<file path="config.mk">
export PLATFORM = sky130hd
export DESIGN_NAME = pidc_mul
export DESIGN_NICKNAME = d
export VERILOG_FILES = /design/src/sv/pidc_pkg.sv /design/src/sv/pidc_mul.sv
export SDC_FILE = /design/constraint.sdc
export NUM_CORES = 2
export LEC_CHECK = 0
export CORE_MARGIN = 8
export CORE_UTILIZATION = 30
export DETAILED_ROUTE_END_ITERATION = 8
export DONT_BUFFER_PORTS = 1
export MAX_ROUTING_LAYER = met4
export PLACE_DENSITY_LB_ADDON = 0.3
export SYNTH_ARGS = -nofsm -noshare
export SYNTH_HDL_FRONTEND = slang
export SYNTH_SLANG_ARGS = --single-unit
</file>
<file path="constraint.sdc">
create_clock -name clock -period 9.77 [get_ports clock]
set_clock_uncertainty 0.2 [all_clocks]
set_input_delay 1.954 -clock clock [delete_from_list [all_inputs] [get_ports clock]]
set_output_delay 1.954 -clock clock [all_outputs]
set_load 0.02 [all_outputs]
</file>
<file path="src/sv/pidc_pkg.sv">
`default_nettype none
// ----------------------------------------------------------------------------
// pidc_pkg
// Shared constants and types for the PID controller with integral clamp.
// ----------------------------------------------------------------------------
package pidc_pkg;

   localparam int OPND_W = 32;
   localparam int DATA_W = 32;
   localparam int ADDR_W = 5;
   localparam int REG_W  = 31;

   localparam logic [2:0] REG_GAIN_P       = 3'd0;
   localparam logic [2:0] REG_GAIN_I       = 3'd1;
   localparam logic [2:0] REG_GAIN_D       = 3'd2;
   localparam logic [2:0] REG_SETPOINT     = 3'd3;
   localparam logic [2:0] REG_INT_LIMIT    = 3'd4;
   localparam logic [2:0] REG_INT_RANGE    = 3'd5;
   localparam logic [2:0] REG_ARRIVE_TOL   = 3'd6;

   localparam int LIMIT_RESET_INT = 20;
   localparam int RANGE_RESET_INT = 50;

   typedef enum logic [9:0] {
      ST_IDLE  = 10'b00_0000_0001,
      ST_ERR   = 10'b00_0000_0010,
      ST_MULP  = 10'b00_0000_0100,
      ST_MULD  = 10'b00_0000_1000,
      ST_SUM   = 10'b00_0001_0000,
      ST_CLAMP = 10'b00_0010_0000,
      ST_MULI0 = 10'b00_0100_0000,
      ST_MULI1 = 10'b00_1000_0000,
      ST_MULI2 = 10'b01_0000_0000,
      ST_OUT   = 10'b10_0000_0000
   } state_type;

endpackage
`default_nettype wire

</file>
<file path="src/sv/pidc_mul.sv">
`default_nettype none
// ----------------------------------------------------------------------------
// pidc_mul
// Shared unsigned operand multiplier with a registered product.
// ----------------------------------------------------------------------------
module pidc_mul (
   input  wire logic                          clock,
   input  wire logic [pidc_pkg::OPND_W-1:0]   mul_a,
   input  wire logic [pidc_pkg::OPND_W-1:0]   mul_b,
   output logic      [2*pidc_pkg::OPND_W-1:0] prod_ff
);
   import pidc_pkg::*;

   logic [2*OPND_W-1:0] prod_in;

   assign prod_in = (2*OPND_W)'(mul_a) * (2*OPND_W)'(mul_b);

   always_ff @(posedge clock) begin
      prod_ff <= prod_in;
   end

endmodule
`default_nettype wire

</file>
# Word-level counts from Yosys, hierarchy flattened
# Index checks and enable logic that the tools add are counted.
dict set report classes {
  mul 1
}
# operator count
set op_table {}
lappend op_table {{32-bit by 32-bit multiplier with 64-bit output} 1}
dict set report word_totals {
  regBits 64
  out_inout_bits 64
  word_cells 2
}

# Depth between registers and ports, before layout
dict set report logic_depth {
  depth_word 1
  ltp_mapped 29
  ltp_nobuf 27
}

# Least setup slack after synthesis
# OpenSTA, ideal clock, no wires.
dict set report synth_path {
  path_type {input port to flip-flop}
  startpoint {input port mul_a[25] (netlist bit)}
  endpoint {register prod_ff[62] (netlist bit)}
  t_arrival_ns 8.630
  slack_ns 0.868
  cell_stages 25
  n_path_buf 2
  path_cell_list {clkbuf_1 nand2_1 fa_1 inv_1 fa_1 inv_1 fa_1 inv_1 fa_1 fa_1 fa_1 fa_1 inv_1 fa_1 inv_1 ha_1 buf_2 nand4_1 or4_1 or3_1 a31oi_1 a31o_2 a211oi_1 o21ai_1 xor2_1}
}
dict set report synth_between {
  elab_chain_cells 1
}
# item line_no
set synth_rtl {}
lappend synth_rtl {{from (decl)} pidc_mul.sv:8} ;# input wire logic [pidc_pkg::OPND_W-1:0] mul_a,
lappend synth_rtl {{32-bit by 32-bit multiplier with 64-bit output} pidc_mul.sv:16} ;# assign prod_in = (2*OPND_W)'(mul_a) * (2*OPND_W)'(mul_b);
lappend synth_rtl {{net prod_in[62]} pidc_mul.sv:14} ;# logic [2*OPND_W-1:0] prod_in;
lappend synth_rtl {{to (signal assigned)} pidc_mul.sv:19} ;# prod_ff <= prod_in;
lappend synth_rtl {{to (decl)} pidc_mul.sv:10} ;# output logic [2*pidc_pkg::OPND_W-1:0] prod_ff
# The timed path passes the listed nets, and every way through them passes these cells.

# Worst setup path in the final report
dict set report layout_path {
  startpoint {input port mul_a[10] (netlist bit)}
  endpoint {register prod_ff[62] (netlist bit)}
}
# The elaborated chain is that of the path after synthesis.

==> insert_results.sql <==
INSERT INTO impl_metrics (metric_group, metric, value, unit) VALUES
('run', 'maxCapViolCount', '0', ''),
('sta', 'tightestPinTransition', '0.815', 'ns'),
('layout', 'layoutNonFillerInstCount', '5070', ''),
('layout', 'final_area', '36000', 'um2'),
('grt', 'grt_antenna_before_repair', '4', ''),
('synthesis', 'post_syn_area', '34600', 'um2'),
('placed_design', 'post_dp_cell_area', '35700', 'um2'),
('route', 'drt-total-wl', '100000', 'um'),
('clock_tree', 'ctsRootBufferMaster', 'sky130_fd_sc_hd__clkbuf_16', ''),
('synthesis', 'yosys-top-cells-area', 'sky130_fd_sc_hd__fa_1, sky130_fd_sc_hd__and2_1, sky130_fd_sc_hd__ha_1', ''),
('synthesis', 'yosysSeqAreaShare', '3.70', '%'),
('synthesis', 'synth_largest_type_area_fraction', '51.8', '%'),
('setup_path', 'setup.worst_path.start_class', 'primary input', ''),
('clock_tree', 'htree_num_levels', '3', ''),
('clock_tree', 'setup_fix_buffers_added_after_clock_tree_synthesis', '0', ''),
('placed_design', 'placed_cells_incl_taps', '5052', ''),
('floorplan', 'io_pins', '129', ''),
('synthesis', 'synth_cells', '3758', ''),
('clock_tree', 'cts_resized', '0', ''),
('floorplan', 'rows', '124', ''),
('setup_path', 'crit_fanout', '32', ''),
('worst_hold_path', 'hold_path.class', 'primary input to flip-flop', ''),
('floorplan', 'coreArea', '114000', 'um2'),
('grt', 'via_count_of_the_first_global_routing_pass', '26300', ''),
('layout', 'layout_commonest_cell', 'sky130_fd_sc_hd__fa_1', ''),
('run_status', 'outcome', 'completed', ''),
('sta', 'setup-tns-final', '0', 'ns'),
('synthesis', 'yosys_warnings', '0', ''),
('setup_path', 'cpMostUsedCell', 'sky130_fd_sc_hd__fa_1', ''),
('layout', 'reg.largest.list', 'prod_ff: 64 flops', ''),
('sta', 'finalHoldViolations', '0', ''),
('setup_path', 'max_stage_delay', '0.59', 'ns'),
('setup_path', 'arrival_time_reported_for_the_critical_path_endpoint', '9.32', 'ns'),
('sta', 'rsz_0062_raised_after_global_routing', 'no', ''),
('layout', 'post_route_cells_drive_above_1_share', '1.01', '%'),
('placed_design', 'post-dp-hpwl', '82000', 'um'),
('route', 'first_pass_iteration_count_of_the_detailed_router', '5', ''),
('synthesis', 'syn-mean-instance-area', '9.21', 'um2'),
('synthesis', 'synth_flop_cell', 'sky130_fd_sc_hd__dfxtp_1', ''),
('layout', 'filler_cell_count', '12100', ''),
('clock_tree', 'tritoncts_clock_tree', 'yes', ''),
('synthesis', 'yosysUniqueCellTypes', '56', ''),
('sta', 'maxClockFrequency', '0.108', 'GHz'),
('placed_design', 'globalplace.congestion', '0.886', ''),
('floorplan', 'die-area', '127000', 'um2'),
('clock_tree', 'cts-buffers-inserted', '9', ''),
('route', 'iter_0_drt_violations', '1090', ''),
('sta', 'period_share', '94.4', '%'),
('layout', 'most-common-layout-cells', 'sky130_fd_sc_hd__fa_1, sky130_fd_sc_hd__inv_1, sky130_fd_sc_hd__and2_1', ''),
('setup_path', 'critical_path_cell_sequence', 'and2_1 > fa_1 > inv_1 > fa_1 > inv_1 > fa_1 > inv_1 > fa_1 > inv_1 > fa_1 > fa_1 > fa_1 > fa_1 > ha_1 > nand4_1 > or4_1 > or3_1 > a31oi_1 > a31o_2 > a211oi_1 > o21ai_1 > xor2_1', ''),
('clock_tree', 'clock_sink_count', '64', ''),
('sta', 'post-route-min-period', '9.22', 'ns'),
('grt', 'grt_first_pass_wirelength', '157000', 'um'),
('layout', 'largest_register_ff_count', '64', ''),
('synthesis', 'synth_async_sr_flop_share', '0', '%'),
('synthesis', 'synth-seq-cells', '64', ''),
('grt', 'overflow', '0', ''),
('setup_path', 'worstPathRequired', '9.87', 'ns'),
('route', 'ant_nets', '0', ''),
('sta', 'final_max_slew_viol_count', '0', ''),
('synthesis', 'syn-num-nets', '4982', ''),
('grt', 'grt_usage', '16.6', '%'),
('clock_tree', 'ctsHoldBuffers', '0', ''),
('setup_path', 'cell_family_with_most_cp_delay', 'adder cells', ''),
('setup_path', 'kind_of_critical_path', 'primary input to flip-flop', ''),
('placed_design', 'portBuffers', '0', ''),
('synthesis', 'number_of_enable_type_register_cells_in_the_synthesized_netlist', '0', ''),
('clock_tree', 'cts-root-to-sink-buffers', '2', ''),
('clock_tree', 'clock_edge_transition_at_the_registers_on_the_reported_setup_and_hold_paths', '0.06', 'ns'),
('sta', 'setup_viol', '0', ''),
('layout', 'regArea', '1280', 'um2');
through the flow:
step	util [%]	hold WS [ns]	setup WS (ns)
after global placement	31.2	1.89	0.370
after floorplan	-	1.88	0.868
final	31.5	1.52	0.547
after global routing	31.5	1.49	0.423
after detailed placement	31.2	1.89	0.285
after CTS	31.5	1.50	0.673
logic make-up (layout without fill, tap and decap cells):
group | count (synthesis) | count (layout) | share of synthesized area, %
xor+xnor | 59 | 59 | 1.49
other cells | 0 | 2 | 0
buf+inv | 1090 | 888 | 11.9
fa+ha+maj | 1159 | 1159 | 61.3
simple gates | 1180 | 1180 | 17.7
mux | 1 | 1 | 0.0289
flops | 64 | 64 | 3.70
compound gates | 205 | 205 | 3.92
synthesized netlist by cell type (2+ instances only):
cell type,n
sky130_fd_sc_hd__a211oi_1,4
sky130_fd_sc_hd__a21boi_0,3
sky130_fd_sc_hd__a21o_1,37
sky130_fd_sc_hd__a21oi_1,68
sky130_fd_sc_hd__a21oi_2,2
sky130_fd_sc_hd__a221o_1,4
sky130_fd_sc_hd__a221oi_2,2
sky130_fd_sc_hd__a311oi_1,3
sky130_fd_sc_hd__a31oi_1,11
sky130_fd_sc_hd__a41oi_1,2
sky130_fd_sc_hd__and2_1,603
sky130_fd_sc_hd__and3_1,14
sky130_fd_sc_hd__and3b_1,2
sky130_fd_sc_hd__and4_1,4
sky130_fd_sc_hd__buf_1,2
sky130_fd_sc_hd__buf_2,9
sky130_fd_sc_hd__clkbuf_1,215
sky130_fd_sc_hd__dfxtp_1,64
sky130_fd_sc_hd__fa_1,896
sky130_fd_sc_hd__ha_1,263
sky130_fd_sc_hd__inv_1,863
sky130_fd_sc_hd__nand2_1,478
sky130_fd_sc_hd__nand2b_1,2
sky130_fd_sc_hd__nand3_1,12
sky130_fd_sc_hd__nand4_1,24
sky130_fd_sc_hd__nor2_1,21
sky130_fd_sc_hd__nor3_1,5
sky130_fd_sc_hd__o2111ai_1,2
sky130_fd_sc_hd__o211ai_1,3
sky130_fd_sc_hd__o21a_1,8
sky130_fd_sc_hd__o21ai_0,28
sky130_fd_sc_hd__o21ai_1,2
sky130_fd_sc_hd__o21bai_1,10
sky130_fd_sc_hd__o221ai_1,3
sky130_fd_sc_hd__o2bb2ai_1,2
sky130_fd_sc_hd__o311a_1,2
sky130_fd_sc_hd__or2_2,3
sky130_fd_sc_hd__or3_1,5
sky130_fd_sc_hd__or4_1,3
sky130_fd_sc_hd__xnor2_1,33
sky130_fd_sc_hd__xor2_1,26
worst paths after layout:
kind                  cells after the start  slack (ns)  startpoint     endpoint
worst min-delay path                      1        1.52    mul_b[0]   prod_ff[0]
worst max-delay path                     22        0.55   mul_a[10]  prod_ff[62]
layer usage:
| layer | part of all wire (%) | global-route usage [%] | vias to the layer above | wire [um] |
|---|---|---|---|---|
| met4 | 3.0 | 4.35 | 0 | 3040 |
| li1 | - | - | 10500 | - |
| met2 | 55 | 30.6 | 568 | 55200 |
| met1 | 38 | 18.8 | 12700 | 38200 |
| met5 | 0 | - | - | 0 |
| met3 | 4.0 | 2.04 | 147 | 4030 |
layout make-up:
type / instances / share of cell area [%]
diodes: 2 / 0.0139
clock buffers: 10 / 0.663
clock inverters: 6 / 0.187
inverters: 863 / 8.99
multi-input cells: 2604 / 81.2
flip-flops and latches: 64 / 3.56
well taps: 1512 / 5.25
repair buffers: 9 / 0.187
Power is not shown: default switching activity piles up to over one toggle a cycle in this logic, so the estimate is an artifact.
