===== src/sv/pidc_pkg.sv =====
`default_nettype none
// ----------------------------------------------------------------------------
// pidc_pkg
// Shared constants and types for the PID controller with integral clamp.
// ----------------------------------------------------------------------------
package pidc_pkg;

   localparam int OPND_W = 32;
   localparam int DATA_W = 32;
   localparam int ADDR_W = 5;
   localparam int REG_W  = 31;

   localparam logic [2:0] REG_GAIN_P       = 3'd0;
   localparam logic [2:0] REG_GAIN_I       = 3'd1;
   localparam logic [2:0] REG_GAIN_D       = 3'd2;
   localparam logic [2:0] REG_SETPOINT     = 3'd3;
   localparam logic [2:0] REG_INT_LIMIT    = 3'd4;
   localparam logic [2:0] REG_INT_RANGE    = 3'd5;
   localparam logic [2:0] REG_ARRIVE_TOL   = 3'd6;

   localparam int LIMIT_RESET_INT = 20;
   localparam int RANGE_RESET_INT = 50;

   typedef enum logic [9:0] {
      ST_IDLE  = 10'b00_0000_0001,
      ST_ERR   = 10'b00_0000_0010,
      ST_MULP  = 10'b00_0000_0100,
      ST_MULD  = 10'b00_0000_1000,
      ST_SUM   = 10'b00_0001_0000,
      ST_CLAMP = 10'b00_0010_0000,
      ST_MULI0 = 10'b00_0100_0000,
      ST_MULI1 = 10'b00_1000_0000,
      ST_MULI2 = 10'b01_0000_0000,
      ST_OUT   = 10'b10_0000_0000
   } state_type;

endpackage
`default_nettype wire


===== src/sv/pidc_div.sv =====
`default_nettype none
// ----------------------------------------------------------------------------
// pidc_div
// Restoring divider, one quotient bit per cycle.
// ----------------------------------------------------------------------------
module pidc_div #(
   parameter int DVD_W = 47
) (
   input  wire logic                        clock,
   input  wire logic                        reset,
   input  wire logic                        start,
   input  wire logic [DVD_W-1:0]            dividend,
   input  wire logic [pidc_pkg::OPND_W-1:0] divisor,
   output logic                             done,
   output logic [DVD_W-1:0]                 quotient
);
   import pidc_pkg::*;

   localparam int CNT_W = $clog2(DVD_W + 1);

   logic [OPND_W-1:0] rem_ff, rem_in;
   logic [OPND_W-1:0] dvs_ff, dvs_in;
   logic [DVD_W-1:0]  quot_ff, quot_in;
   logic [CNT_W-1:0]  cnt_ff, cnt_in;
   logic              busy_ff, busy_in;
   logic              done_ff, done_in;
   logic [OPND_W+1:0] trial;

   assign trial = {1'b0, rem_ff, quot_ff[DVD_W-1]} - (OPND_W+2)'(dvs_ff);

   always_comb begin
      rem_in  = rem_ff;
      dvs_in  = dvs_ff;
      quot_in = quot_ff;
      cnt_in  = cnt_ff;
      busy_in = busy_ff;
      done_in = done_ff;
      if (start) begin
         rem_in  = '0;
         dvs_in  = divisor;
         quot_in = dividend;
         cnt_in  = CNT_W'(DVD_W);
         busy_in = 1'b1;
         done_in = 1'b0;
      end else if (busy_ff) begin
         if (!trial[OPND_W+1]) begin
            rem_in  = trial[OPND_W-1:0];
            quot_in = {quot_ff[DVD_W-2:0], 1'b1};
         end else begin
            rem_in  = {rem_ff[OPND_W-2:0], quot_ff[DVD_W-1]};
            quot_in = {quot_ff[DVD_W-2:0], 1'b0};
         end
         cnt_in = cnt_ff - CNT_W'(1);
         if (cnt_ff == CNT_W'(1)) begin
            busy_in = 1'b0;
            done_in = 1'b1;
         end
      end
   end

   always_ff @(posedge clock) begin
      if (reset) begin
         busy_ff <= 1'b0;
         done_ff <= 1'b0;
         cnt_ff  <= '0;
      end else begin
         busy_ff <= busy_in;
         done_ff <= done_in;
         cnt_ff  <= cnt_in;
      end
      rem_ff  <= rem_in;
      dvs_ff  <= dvs_in;
      quot_ff <= quot_in;
   end

   assign done     = done_ff;
   assign quotient = quot_ff;

endmodule
`default_nettype wire


===== config.mk =====
export PLATFORM = sky130hd
export DESIGN_NAME = pidc_div
export DESIGN_NICKNAME = d
export VERILOG_FILES = /design/src/sv/pidc_pkg.sv /design/src/sv/pidc_div.sv
export SDC_FILE = /design/constraint.sdc
export NUM_CORES = 1
export LEC_CHECK = 0
export ABC_CLOCK_PERIOD_IN_PS = 3860
export BUFFER_PORTS_ARGS = -buffer_cell sky130_fd_sc_hd__buf_2
export CELL_PAD_IN_SITES_DETAIL_PLACEMENT = 0
export CELL_PAD_IN_SITES_GLOBAL_PLACEMENT = 1
export CORE_MARGIN = 1
export CORE_UTILIZATION = 43
export CTS_CLUSTER_DIAMETER = 80
export DETAILED_ROUTE_END_ITERATION = 8
export HOLD_SLACK_MARGIN = 0.03
export PLACE_DENSITY = 0.77
export SLEW_MARGIN = 20
export SYNTH_ARGS = -nofsm -noshare
export SYNTH_HDL_FRONTEND = slang
export SYNTH_SLANG_ARGS = --single-unit
export TNS_END_PERCENT = 20

===== constraint.sdc =====
create_clock -name clock -period 3.86 [get_ports clock]
set_input_delay 0.193 -clock clock [delete_from_list [all_inputs] [get_ports clock]]
set_output_delay 0.193 -clock clock [all_outputs]
set_load 0.01 [all_outputs]

* Word-level counts from Yosys, hierarchy flattened
Cells that the tools add are included.
** Cells by class
- Add/subtract/negate cells :: 2
- Reductions and logical operators :: 3
- Equal/unequal tests :: 1
- Multiplexer cells :: 9
** Operator list (count)
- 47-bit two-way mux :: 2
- 33-bit by 32-bit subtractor with 34-bit output :: 1
- 32-bit two-way mux :: 1
- 6-bit two-way mux :: 2
- 6-bit by 1-bit equality test with 1-bit output (second input constant) :: 1
- 6-bit by 1-bit subtractor with 6-bit output (second input constant) :: 1
- 1-bit two-way mux :: 4
- 2-bit AND reduction :: 1
- 2-bit nonzero test :: 1
- 2-bit OR reduction :: 1
** Word-level totals
- Flip-flop bits (word level) :: 119
- Output and inout port bits :: 48
- Bits of input ports :: 82
- Logic and storage cells :: 22

* Logic depth before layout (Yosys ltp)
- Depth in word-level cells :: 4
- Depth in mapped cells :: 14
- Gate-level depth less buffers :: 13

* Worst setup path after synthesis
OpenSTA, ideal clock, no wires.
- Kind :: register to register
- Start point :: register quot_ff[46], in the netlist quotient[46]
- End point :: register rem_ff[24]
- Period minus slack after synthesis :: 2805 ps
- Cell stages (with the launch flop) :: 14
- Arrival time :: 2714 ps
- Library setup time :: 91 ps
- Required time :: 3769 ps
- Slack :: 1055 ps
- Path buffers :: 0
- Cells stage by stage :: edfxtp_1 -> inv_1 -> ha_1 -> inv_1 -> fa_1 -> a21oi_1 -> o211ai_1 -> a211oi_4 -> o211ai_2 -> nand4_2 -> a31o_4 -> o21ai_2 -> or3_1 -> a311oi_1
** On the way
- Cells in the longest elaborated chain, start to end :: 2
** Ends and longest elaborated chain
- start, declared :: line pidc_div.sv:23 : logic [DVD_W-1:0] quot_ff, quot_in;
- start signal, assigned :: line pidc_div.sv:73 : quot_ff <= quot_in;
- 33-bit by 32-bit subtractor with 34-bit output :: line pidc_div.sv:29 : assign trial = {1'b0, rem_ff, quot_ff[DVD_W-1]} - (OPND_W+2)'(dvs_ff);
- 32-bit two-way mux :: line pidc_div.sv:46 : if (!trial[OPND_W+1]) begin
- end signal, assigned :: line pidc_div.sv:71 : rem_ff <= rem_in;
- end, declared :: line pidc_div.sv:21 : logic [OPND_W-1:0] rem_ff, rem_in;
Every way passes these cells.
A chain may end at the register's enable or synchronous reset.

* Worst setup path in the final report
Same ends and word-level chain as after synthesis.

==> out/metrics.yaml <==
status:
  outcome: "finished, violations left"
  violations: "design-rule violations"
place:
  placement.io_buffers: 129
  dpl.cell_count: 905
  routabilityCongestion: 0.853
  placement.cell_area_um2: 7290
  place.detailed.hpwl_um: 10400
  post_place_worst_slack_ns: 0.746
logic_synthesis:
  synth_fp_nets: 727
  synth_edf_count: 79
  synth.distinct_cells: 61
  syn-instance-count: 610
  yosys_register_bits: 119
  yosys_most_used_dff: "edfxtp_1"
  yosysSeqAreaShare_pct: 48.8
  netlist_area_um2: 6500
  synthesis.area_per_instance_um2: 10.7
  asyncSetResetFlopFracSynth_pct: 0
  yosysWarnings: 0
finish:
  antennaDiodeCount: 0
  drive_gt1_share_pct: 29.6
  finalInstanceArea_um2: 8220
  fillers: 1278
  fin_nets: 889
  finish.cell_count_without_fillers: 969
  area_growth_pct: 26.4
power_and_ir_drop:
  flop_pwr_share_pct: 40.2
  switching_share_pct: 28.0
  power.density_nw_per_um2: 467
  p_clk_share_pct: 42.5
  power_report.internal_total_mw: 2.77
  combinational_power_share_pct: 17.4
  totalPowerFinal_mw: 3.84
  power.switching_mw: 1.07
  power_leakage_nw: 3.49
  ir_drop_v: 0.000326
route:
  antenna_left: 0
  num_vias: 5047
  drt_first_iter_violations: 311
  routed_wl_um: 14700
  detailed_route_drc_error_count: 4
  routedWlPerCell_um: 15.2
  dr.pass1.iters: 9
  post_drt_via_cell_ratio: 5.21
clock_network:
  cts-htree-levels: 4
  max-clock-path-buffers: 2
  clkTransAtPathRegs_ns: 0.06
  tritoncts: "built"
  cts_made_buffers: 17
  cts_hold_repair.buffers: 32
  cts_root_buf: "clkbuf_16"
  cts_setup_buffers: 0
  clk_latency_ns: 0.42
  cts-resized-gates: 0
  clkSinkCount: 119
sta:
  finalHoldViolCount: 0
  min_period_over_period_pct: 80.2
  timing.max_slew.rel_slack_pct: 37.3
  timing.fmax_mhz: 323
  finalWorstPathRequiredPeriod_ns: 3.10
  timing.final.ws_setup_ns: 0.764
  timing_max_transition_violations_final: 0
  final.setup.tns_ns: 0
  timing.final.setup_violations: 0
  clock_skew_ns: 0.0125
  timing_worst_slew_pin_value_ns: 0.941
  unrepaired_setup_endpoints_after_global_routing: "false"
global_route:
  grt_pass1_vias: 5160
  global_route.usage.total_pct: 19.7
  grt.overflow.total: 0
  first_pass_grt_wire_length_um: 24500
  grt_antenna_before_repair: 0
  grt_start_max_net_pins: 78
critical_path:
  r2r-end: "rem_ff[24]"
  worstReg2RegStart: "quotient[46]"
  worst-setup-path-type: "flop to flop"
  r2r_slack_ns: 0.76
  worstPathMaxFanout: 5
  cp_required_ns: 4.18
  ff_to_ff_path_depth: 13
  cp-start-kind: "flop"
  worstSetupEndpointType: "flop"
  worstSetupEndpoint: "rem_ff[24]"
  critical_path_arrival_ns: 3.41
  critPathLaunch: "quotient[46]"
die:
  die_height_um: 125
  die_area_um2: 15600
  start_util_pct: 44.4
  fp.dieW_um: 125
  io_pins: 130
  core_area_um2: 14600
  row_count: 44
job:
  drv.max_cap_violation_count: 0
min_path:
  worstHoldPathType: "input port to flop"
[worst max-delay path: stages, from the launching register on]
cell	delay, ns
edfxtp_1	0.40
inv_1	0.08
ha_1	0.15
inv_1	0.05
fa_1	0.42
a21oi_1	0.22
o211ai_1	0.18
a211oi_4	0.36
o211ai_2	0.16
nand4_2	0.12
a31o_4	0.20
o21ai_2	0.06
or3_1	0.32
a311oi_1	0.27
[sequential cells by signal, summed over array words and instances, names as in the netlist]
name / flops
done: 1
rem_ff: 32
busy_ff: 1
dvs_ff: 32
quotient: 47
cnt_ff: 6
[power by group through the flow]
stage	logic, mW	clock network (mW)	registers (mW)
floorplan	0.429	0	1.58
global placement	0.634	0	1.57
detailed placement	0.641	0	1.57
CTS	0.670	1.67	1.54
global route	0.739	1.72	1.56
finish	0.667	1.63	1.54
[cells in the mapped netlist (all sizes together) (2+ instances only)]
master  instances  area [um^2]
edfxtp         79         2370
nor2           65          246
a21oi          51          267
mux2           47          529
inv            44          165
nand2          42          158
dfxtp          40          801
ha             34          425
o21ai          31          159
a211oi         18          153
xnor2          15          131
xor2           14          123
buf            13         86.3
clkbuf         13         58.8
a21o            9         67.6
mux2i           9         90.1
nand4           9         62.6
nor3            8         45.0
a311oi          6         52.6
a31oi           6         37.5
nand3           6         30.0
o21a            6         45.0
nand2b          5         31.3
nor4            5         46.3
a22o            4         35.0
o211ai          4         35.0
o21bai          4         30.0
a31o            2         26.3
a32oi           2         17.5
nor2b           2         12.5
o211a           2         20.0
o31ai           2         20.0
or2             2         12.5
[logic make-up (layout without fill, tap and decap cells)]
| family | after synthesis | count (layout) | synth area share, % |
|---|---|---|---|
| buffers and inverters | 70 | 245 | 4.77 |
| muxes | 56 | 56 | 9.53 |
| adders and majority gates | 35 | 35 | 6.85 |
| and+or+nand+nor | 150 | 150 | 10.6 |
| AOI/OAI and AO/OA | 151 | 151 | 15.5 |
| xor gates and xnor gates | 29 | 29 | 3.91 |
| DFF | 119 | 119 | 48.8 |
[layer usage]
layer | track usage [%] | vias to the layer above | wire [um]
met1 | 24.1 | 2355 | 6730
met2 | 33.2 | 124 | 7030
met3 | 5.95 | 13 | 761
li1 | - | 2555 | -
met5 | 0 | - | 0
met4 | 6.53 | 0 | 163
[worst min-delay path by stage]
stage	cells past startpoint	slack, ns	from	end
CTS	2	0.04	reset	cnt_ff[2]
global route	2	0.05	dividend[18]	quotient[18]
floorplan	0	0.29	divisor[0]	dvs_ff[0]
detailed placement	1	0.37	divisor[20]	dvs_ff[20]
global placement	1	0.37	divisor[10]	dvs_ff[10]
finish	2	0.06	reset	busy_ff
[metrics by stage]
| stage | utilization, % | hold slack (ns) |
|---|---|---|
| 6_report | 56.1 | 0.0571 |
| 5_1_grt | 56.1 | 0.0523 |
| 4_1_cts | 56.1 | 0.0413 |
| 3_5_place_dp | 49.8 | 0.371 |
| 3_3_place_gp | 49.8 | 0.369 |
| 2_1_floorplan | - | 0.292 |
[layout make-up]
class	instances	area [um^2]	area share (%)
Timing Repair Buffer	169	1030	12.5
Tap cell	184	230	2.80
Inverter	44	165	2.01
Sequential cell	119	3170	38.6
Clock inverter	15	180	2.19
Multi-Input combinational cell	421	3020	36.7
Clock buffer	17	425	5.18
[cell usage in the layout (no fill, tap or decap), drive strengths merged, types with 3 or more instances in the layout]
cell         count
a211oi          18
a21o             9
a21oi           51
a22o             4
a311oi           6
a31oi            6
buf            137
clkbuf          17
clkinv           3
dfxtp           40
dlygate4sd3     32
edfxtp          79
ha              34
inv             54
mux2            47
mux2i            9
nand2           42
nand2b           5
nand3            6
nand4            9
nor2            65
nor3             8
nor4             5
o211ai           4
o21a             6
o21ai           31
o21bai           4
xnor2           15
xor2            14
No activity file was read; power rests on OpenSTA's default activity.
